--- config.mk ---
export PLATFORM = sky130hd
export DESIGN_NAME = bfs_div
export DESIGN_NICKNAME = d
export VERILOG_FILES = /design/src/bfs_pkg.sv /design/src/bfs_div.sv
export SDC_FILE = /design/constraint.sdc
export NUM_CORES = 1
export LEC_CHECK = 0
export ABC_AREA = 1
export BUFFER_PORTS_ARGS = -buffer_cell sky130_fd_sc_hd__buf_4
export CAP_MARGIN = 30
export CORE_MARGIN = 3
export CORE_UTILIZATION = 58
export CTS_CLUSTER_DIAMETER = 100
export DETAILED_ROUTE_END_ITERATION = 7
export GPL_TIMING_DRIVEN = 1
export MAX_ROUTING_LAYER = met4
export PLACE_DENSITY = 0.8
export SLEW_MARGIN = 20
export SYNTH_ARGS = -nofsm -noshare
export SYNTH_HDL_FRONTEND = slang
export SYNTH_SLANG_ARGS = --single-unit
--- constraint.sdc ---
create_clock -name clk -period 2.9 [get_ports clk]
set_clock_uncertainty 0.2 [all_clocks]
set_input_delay 0.29 -clock clk [delete_from_list [all_inputs] [get_ports clk]]
set_output_delay 0.29 -clock clk [all_outputs]
set_load 0.01 [all_outputs]
--- src/bfs_pkg.sv ---
// ----------------------------------------------------------------------------
// bfs_pkg - shared types and constants of the support-weighted bilateral filter
// Holds the fixed field widths, the exp table, the sequencer states and the
// divider status record.
// ----------------------------------------------------------------------------
package bfs_pkg;

  // fixed field widths
  localparam int SAMPLE_BITS = 16;
  localparam int FRAC_BITS   = SAMPLE_BITS - 4;
  localparam int SUP_BITS    = 16;
  localparam int WORD_BITS   = SAMPLE_BITS + SUP_BITS;
  localparam int RANGE_SHIFT = 2 * FRAC_BITS - 8;
  localparam int OUT_POS_BITS = 8;

  // configuration register indexes
  localparam int CFG_IDX_BITS = 3;
  localparam logic [CFG_IDX_BITS-1:0] REG_TILE_WIDTH    = 3'd0;
  localparam logic [CFG_IDX_BITS-1:0] REG_WINDOW_RADIUS = 3'd1;
  localparam logic [CFG_IDX_BITS-1:0] REG_SPATIAL_SCALE = 3'd2;
  localparam logic [CFG_IDX_BITS-1:0] REG_RANGE_SCALE   = 3'd3;
  localparam logic [CFG_IDX_BITS-1:0] REG_SUP_ENABLE    = 3'd4;

  // reset values and defaults
  localparam int DEF_MAX_TILE   = 256;
  localparam int DEF_MAX_RADIUS = 3;
  localparam logic [8:0]  RST_TILE_WIDTH    = 9'd128;
  localparam logic [1:0]  RST_WINDOW_RADIUS = 2'd3;
  localparam logic [31:0] RST_SPATIAL_SCALE = 32'd8388608;
  localparam logic [31:0] RST_RANGE_SCALE   = 32'd16777216;
  localparam logic [15:0] UNIT_SUPPORT      = 16'd256;

  // exponent argument: Q.16, capped at 16.0
  localparam int ARG_BITS = 21;
  localparam logic [ARG_BITS-1:0] ARG_CAP = 21'h100000;

  // exp table
  localparam int EXP_ENTRIES = 256;
  localparam int EXP_IW      = $clog2(EXP_ENTRIES);
  localparam int EXP_W       = 17;

  typedef logic [EXP_W-1:0] exp_tab_t [EXP_ENTRIES];

  function automatic exp_tab_t build_exp();
    exp_tab_t    tab;
    logic [63:0] h;
    logic [63:0] term;
    logic [63:0] pos;
    logic [63:0] neg;
    logic [63:0] q;
    logic [63:0] e;
    h    = (64'd16 << 30) / EXP_ENTRIES;
    term = 64'd1 << 30;
    pos  = term;
    neg  = 64'd0;
    term = ((term * h) >> 30) / 1;  neg = neg + term;
    term = ((term * h) >> 30) / 2;  pos = pos + term;
    term = ((term * h) >> 30) / 3;  neg = neg + term;
    term = ((term * h) >> 30) / 4;  pos = pos + term;
    term = ((term * h) >> 30) / 5;  neg = neg + term;
    term = ((term * h) >> 30) / 6;  pos = pos + term;
    term = ((term * h) >> 30) / 7;  neg = neg + term;
    term = ((term * h) >> 30) / 8;  pos = pos + term;
    term = ((term * h) >> 30) / 9;  neg = neg + term;
    term = ((term * h) >> 30) / 10; pos = pos + term;
    q = pos - neg;
    e = 64'd1 << 30;
    for (int i = 0; i < EXP_ENTRIES; i++) begin
      tab[i] = EXP_W'((e + (64'd1 << 13)) >> 14);
      e      = (e * q + (64'd1 << 29)) >> 30;
    end
    return tab;
  endfunction

  localparam exp_tab_t EXP_TAB = build_exp();

  // sequencer states
  typedef enum logic [3:0] {
    ST_IDLE,
    ST_CREAD,
    ST_CCAP,
    ST_TREAD,
    ST_TCAP,
    ST_TMUL1,
    ST_TREL,
    ST_TRDIV,
    ST_TMUL2,
    ST_TMUL3,
    ST_TWGT,
    ST_TW,
    ST_TACC,
    ST_FDIV,
    ST_FWAIT,
    ST_DONE
  } state_t;

  // divider status
  typedef struct packed {
    logic busy;
    logic done;
  } div_stat_t;

endpackage

--- src/bfs_div.sv ---
// ----------------------------------------------------------------------------
// bfs_div - shared restoring divider
// One quotient bit a cycle; the caller guarantees the quotient fits Q_W bits.
// ----------------------------------------------------------------------------
module bfs_div #(
  parameter int DEN_W = 32,
  parameter int Q_W   = 16,
  parameter int NUM_W = DEN_W + Q_W
) (
  input  logic               clk,
  input  logic               rst,
  input  logic               start,
  input  logic [NUM_W-1:0]   num,
  input  logic [DEN_W-1:0]   den,
  output logic [Q_W-1:0]     quot,
  output bfs_pkg::div_stat_t stat
);

  localparam int CNT_W = $clog2(Q_W + 1);

  logic [DEN_W-1:0] rem;
  logic [DEN_W-1:0] den_q;
  logic [Q_W-1:0]   lo;
  logic [CNT_W-1:0] cnt;
  logic             busy;
  logic             done;
  logic [DEN_W:0]   trial;
  logic             fits;

  // next partial remainder
  always_comb begin
    trial = {rem, lo[Q_W-1]};
    fits  = trial >= {1'b0, den_q};
  end

  // control
  always_ff @(posedge clk) begin
    if (rst) begin
      busy <= 1'b0;
      done <= 1'b0;
      cnt  <= '0;
    end else begin
      done <= 1'b0;
      if (start) begin
        busy <= 1'b1;
        cnt  <= CNT_W'(Q_W);
      end else if (busy) begin
        cnt <= cnt - 1'b1;
        if (cnt == CNT_W'(1)) begin
          busy <= 1'b0;
          done <= 1'b1;
        end
      end
    end
  end

  // shift in dividend bits, shift out quotient bits
  always_ff @(posedge clk) begin
    if (start) begin
      rem   <= num[NUM_W-1:Q_W];
      lo    <= num[Q_W-1:0];
      den_q <= den;
    end else if (busy) begin
      rem <= fits ? DEN_W'(trial - {1'b0, den_q}) : DEN_W'(trial);
      lo  <= {lo[Q_W-2:0], fits};
    end
  end

  assign quot      = lo;
  assign stat.busy = busy;
  assign stat.done = done;

endmodule

==> flow_summary_export.csv <==
group,metric,value,unit
drt,detail_route.wirelength,20800,um
yosys,yosys_warnings,0,
sta,slew-limit-headroom,0.399,
clocking,worst_skew_pair.late_latency,0.38,ns
drt,drt-wirelength-per-cell,16.8,um
worst_setup_path,crit_path_end_kind,"flop",
floorplanning,die_height,111,um
sta,worst_hold_slack,0.00560,ns
clocking,cts_tree,"yes",
outcome,outcome,"completed",
worst_setup_path,worstPathMaxFanout,4,
floorplanning,initial_core_util,0.610,
sta,grt_setup_unrepaired,"false",
sta,min_period_over_period,0.939,
drt,drc_violation_count_after_routing,0,
worst_setup_path,reg2reg_setup_slack,0.18,ns
floorplanning,fp.dieW,111,um
place,total_half_perimeter_wirelength_after_legalization_and_detailed_placement,13300,um
power_and_ir_drop,pwr_density_cell,616,mW/mm2
grt,wire_length_of_the_first_global_routing_pass,33300,um
worst_setup_path,path_cells,"inv_1 -> ha_1 -> inv_1 -> fa_2 -> nand3_1 -> nand3_2 -> nand2_1 -> nand2_2 -> nand2_1 -> nand2_1 -> xnor2_1 -> nand2_1 -> nand3_1 -> nand2_1",
worst_setup_path,startpoint_type,"flop",
place,placed_cell_area,0.00733,mm2
run,max_cap_viol_count,0,
floorplanning,floorplan.die_area,0.0124,mm2
yosys,yosysSeqAreaShare,0.395,
sta,clock.fmax,367,MHz
worst_setup_path,worstSetupPathType,"flop to flop",
worst_setup_path,crit_path_top_delay_cell,"edfxtp_1",
worst_setup_path,critPathMostFrequentCell,"nand2_1",
grt,grt_start_max_net_pins,82,
grt,antenna_violations_before_repair,0,
drt,drtIter0Drc,717,
worst_setup_path,reg2reg_depth,14,
yosys,synth_enable_flop_cells,80,
place,place_congestion,1.02,
sta,fin_setup_tns,0,ns
layout,diodes,0,
yosys,synth.net_count,1039,
worst_setup_path,critPathRequiredTime,2.83,ns
worst_setup_path,number_of_buffers_and_inverters_on_the_critical_path,2,
min_path,worstHoldEndpoint,"rem[27]",
sta,finalMaxSlewViolations,0,
min_path,hold-path-cell-count,3,
min_path,worst_hold_startpoint,"num[43]",
min_path,hp-class,"primary input to flop",
layout,post_route_cells_drive_above_1_share,0.135,
floorplanning,row_count,37,
power_and_ir_drop,max-vdd-ir-drop,0.000386,V
drt,firstDrtPassIters,7,
layout,postLayoutCellArea,0.00832,mm2
drt,postRouteAntennaNets,0,
floorplanning,placeableCoreArea,0.0106,mm2
floorplanning,pin_count,101,
power_and_ir_drop,power.leakage,4.43,nW
clocking,cts_buffer_depth,2,
worst_setup_path,cp.arrival,2.65,ns
clocking,clock_sinks,87,
place,place.port_buffers,100,
yosys,yosys_most_used_dff,"edfxtp_1",
worst_setup_path,crit-reg2reg-launch,"quot[15]",
clocking,cts.root.buffer_cell,"clkbuf_8",
yosys,count_of_state_elements_after_synthesis,87,
sta,time_the_worst_path_needs_with_i_o_delays_and_setup,2.72,ns
drt,detail_route.vias_per_cell,5.44,
yosys,post_synth_num_cell_types,36,
drt,vias,6740,
sta,report.final.setup_viol,0,
layout,syn_to_final_growth,29.2,%
yosys,postSynthCellCount,921,
clocking,h-tree-depth,3,
worst_setup_path,capture_point_of_the_worst_reg_to_reg_path,"rem[12]",
yosys,synth_area,0.00644,mm2
layout,final_net_count,1217,
grt,global_route.overflow_total,0,
sta,worst_pin_slew,0.901,ns
yosys,synth_async_sr_flop_share,0,
worst_setup_path,path_delay_family,"simple AND/OR/NAND/NOR gates",
grt,grt_util_all_layers,0.347,
worst_setup_path,worst_path_largest_cell_delay,0.41,ns
grt,grt_pass1_vias,6637,
clocking,clock_pin_slew_of_the_registers_on_the_worst_case_setup_and_hold_paths,0.09,ns
layout,utilization,0.788,
clocking,tritoncts.num_buffers,9,
sta,hold_viol,0,
yosys,synth.avg_cell_area,6.99,um2
layout,nFillCells,743,
[synth_stat cells (2+ instances only)]
library cell,count,share of area
dfxtp_1,7,0.022
buf_4,5,0.0058
nor2_2,7,0.0068
a21oi_1,17,0.013
inv_2,3,0.0017
nand2_1,391,0.23
o21ai_0,2,0.0016
clkbuf_1,9,0.0052
xnor2_1,14,0.019
buf_2,4,0.0031
nor2_1,48,0.028
nand3b_1,25,0.029
nand4_1,10,0.0097
ha_1,34,0.066
inv_1,163,0.095
edfxtp_1,80,0.37
buf_6,4,0.0070
nand2_2,6,0.0058
and2_1,2,0.0019
nor3_1,5,0.0039
nand3_1,70,0.054
[cell usage in the layout, fill, tap and decap left out, types with 2 or more instances in the layout]
cell type,n
nand2_2,8
o21ai_0,2
xnor2_1,14
inv_2,3
and2_1,2
clkinv_1,3
dlygate4sd3_1,78
buf_12,2
nand3_1,68
dfxtp_1,7
nand4_1,10
nand3_2,3
buf_4,109
edfxtp_1,80
nand2_1,389
inv_1,163
ha_1,34
a21oi_1,17
nor2_2,7
nor2_1,48
nor3_1,5
nand3b_1,25
clkbuf_8,9
[tightest hold or removal path: stages]
cell	delay, ns
buf_4	0.08
nand2_1	0.04
nand2_1	0.07
[stage by stage]
stage               worst slack (ns)  total power (W)  std cells
floorplan                      0.428          0.00339        921
global placement               0.194          0.00403       1146
detailed placement             0.185          0.00406       1146
CTS                            0.160          0.00500       1239
global route                  0.0244          0.00548       1240
finish                         0.176          0.00512       1240
[state kept, by name, indices dropped and copies added (netlist names)]
name	cells
busy	1
den_q	32
cnt	5
done	1
quot	16
rem	32
[where the power goes]
| group | switching, W | internal [W] |
|---|---|---|
| Clock | 0.000474 | 0.000397 |
| Sequential | 0.000105 | 0.00160 |
| Combinational | 0.00158 | 0.000966 |
| Total | 0.00215 | 0.00297 |
[layer usage]
metal	wire length, um	GRT usage
met1	8690	0.452
met5	0	-
met3	1600	0.0473
met2	10000	0.565
met4	455	0.109
[cells by family after synthesis]
logic type | count (synthesis) | share of synthesized area
simple gates | 569 | 0.374
buf+inv | 189 | 0.119
flops | 87 | 0.395
fa+ha+maj | 35 | 0.0692
compound gates | 26 | 0.0229
xor+xnor | 15 | 0.0204
[final cells by class]
| class | instances | area (um2) | share of cell area |
|---|---|---|---|
| Clock buffer | 10 | 128 | 0.0153 |
| Tap cell | 136 | 170 | 0.0205 |
| Inverter | 167 | 627 | 0.0754 |
| Clock inverter | 6 | 60.1 | 0.00722 |
| Timing Repair Buffer | 189 | 1640 | 0.197 |
| Sequential cell | 87 | 2540 | 0.306 |
| Multi-Input combinational cell | 645 | 3150 | 0.379 |
[worst max path at each step]
stage	startpoint	end	depth (start not counted)
CTS	quot[15]	rem[28]	16
detailed placement	quot[15]	rem[28]	16
global placement	quot[15]	rem[28]	16
finish	quot[15]	rem[12]	14
global route	rem[22]	rem[25]	14
floorplan	start	quot[0]	4
[timing repair]
action / in CTS / in global routing
hold buffers: 77 / 1
endpoints found under the setup margin: 0 / 5
hold endpoints to repair: 78 / 1
setup buffers: 0 / 0
gates resized for setup: 0 / 4
No activity file was read; power rests on OpenSTA's default activity.
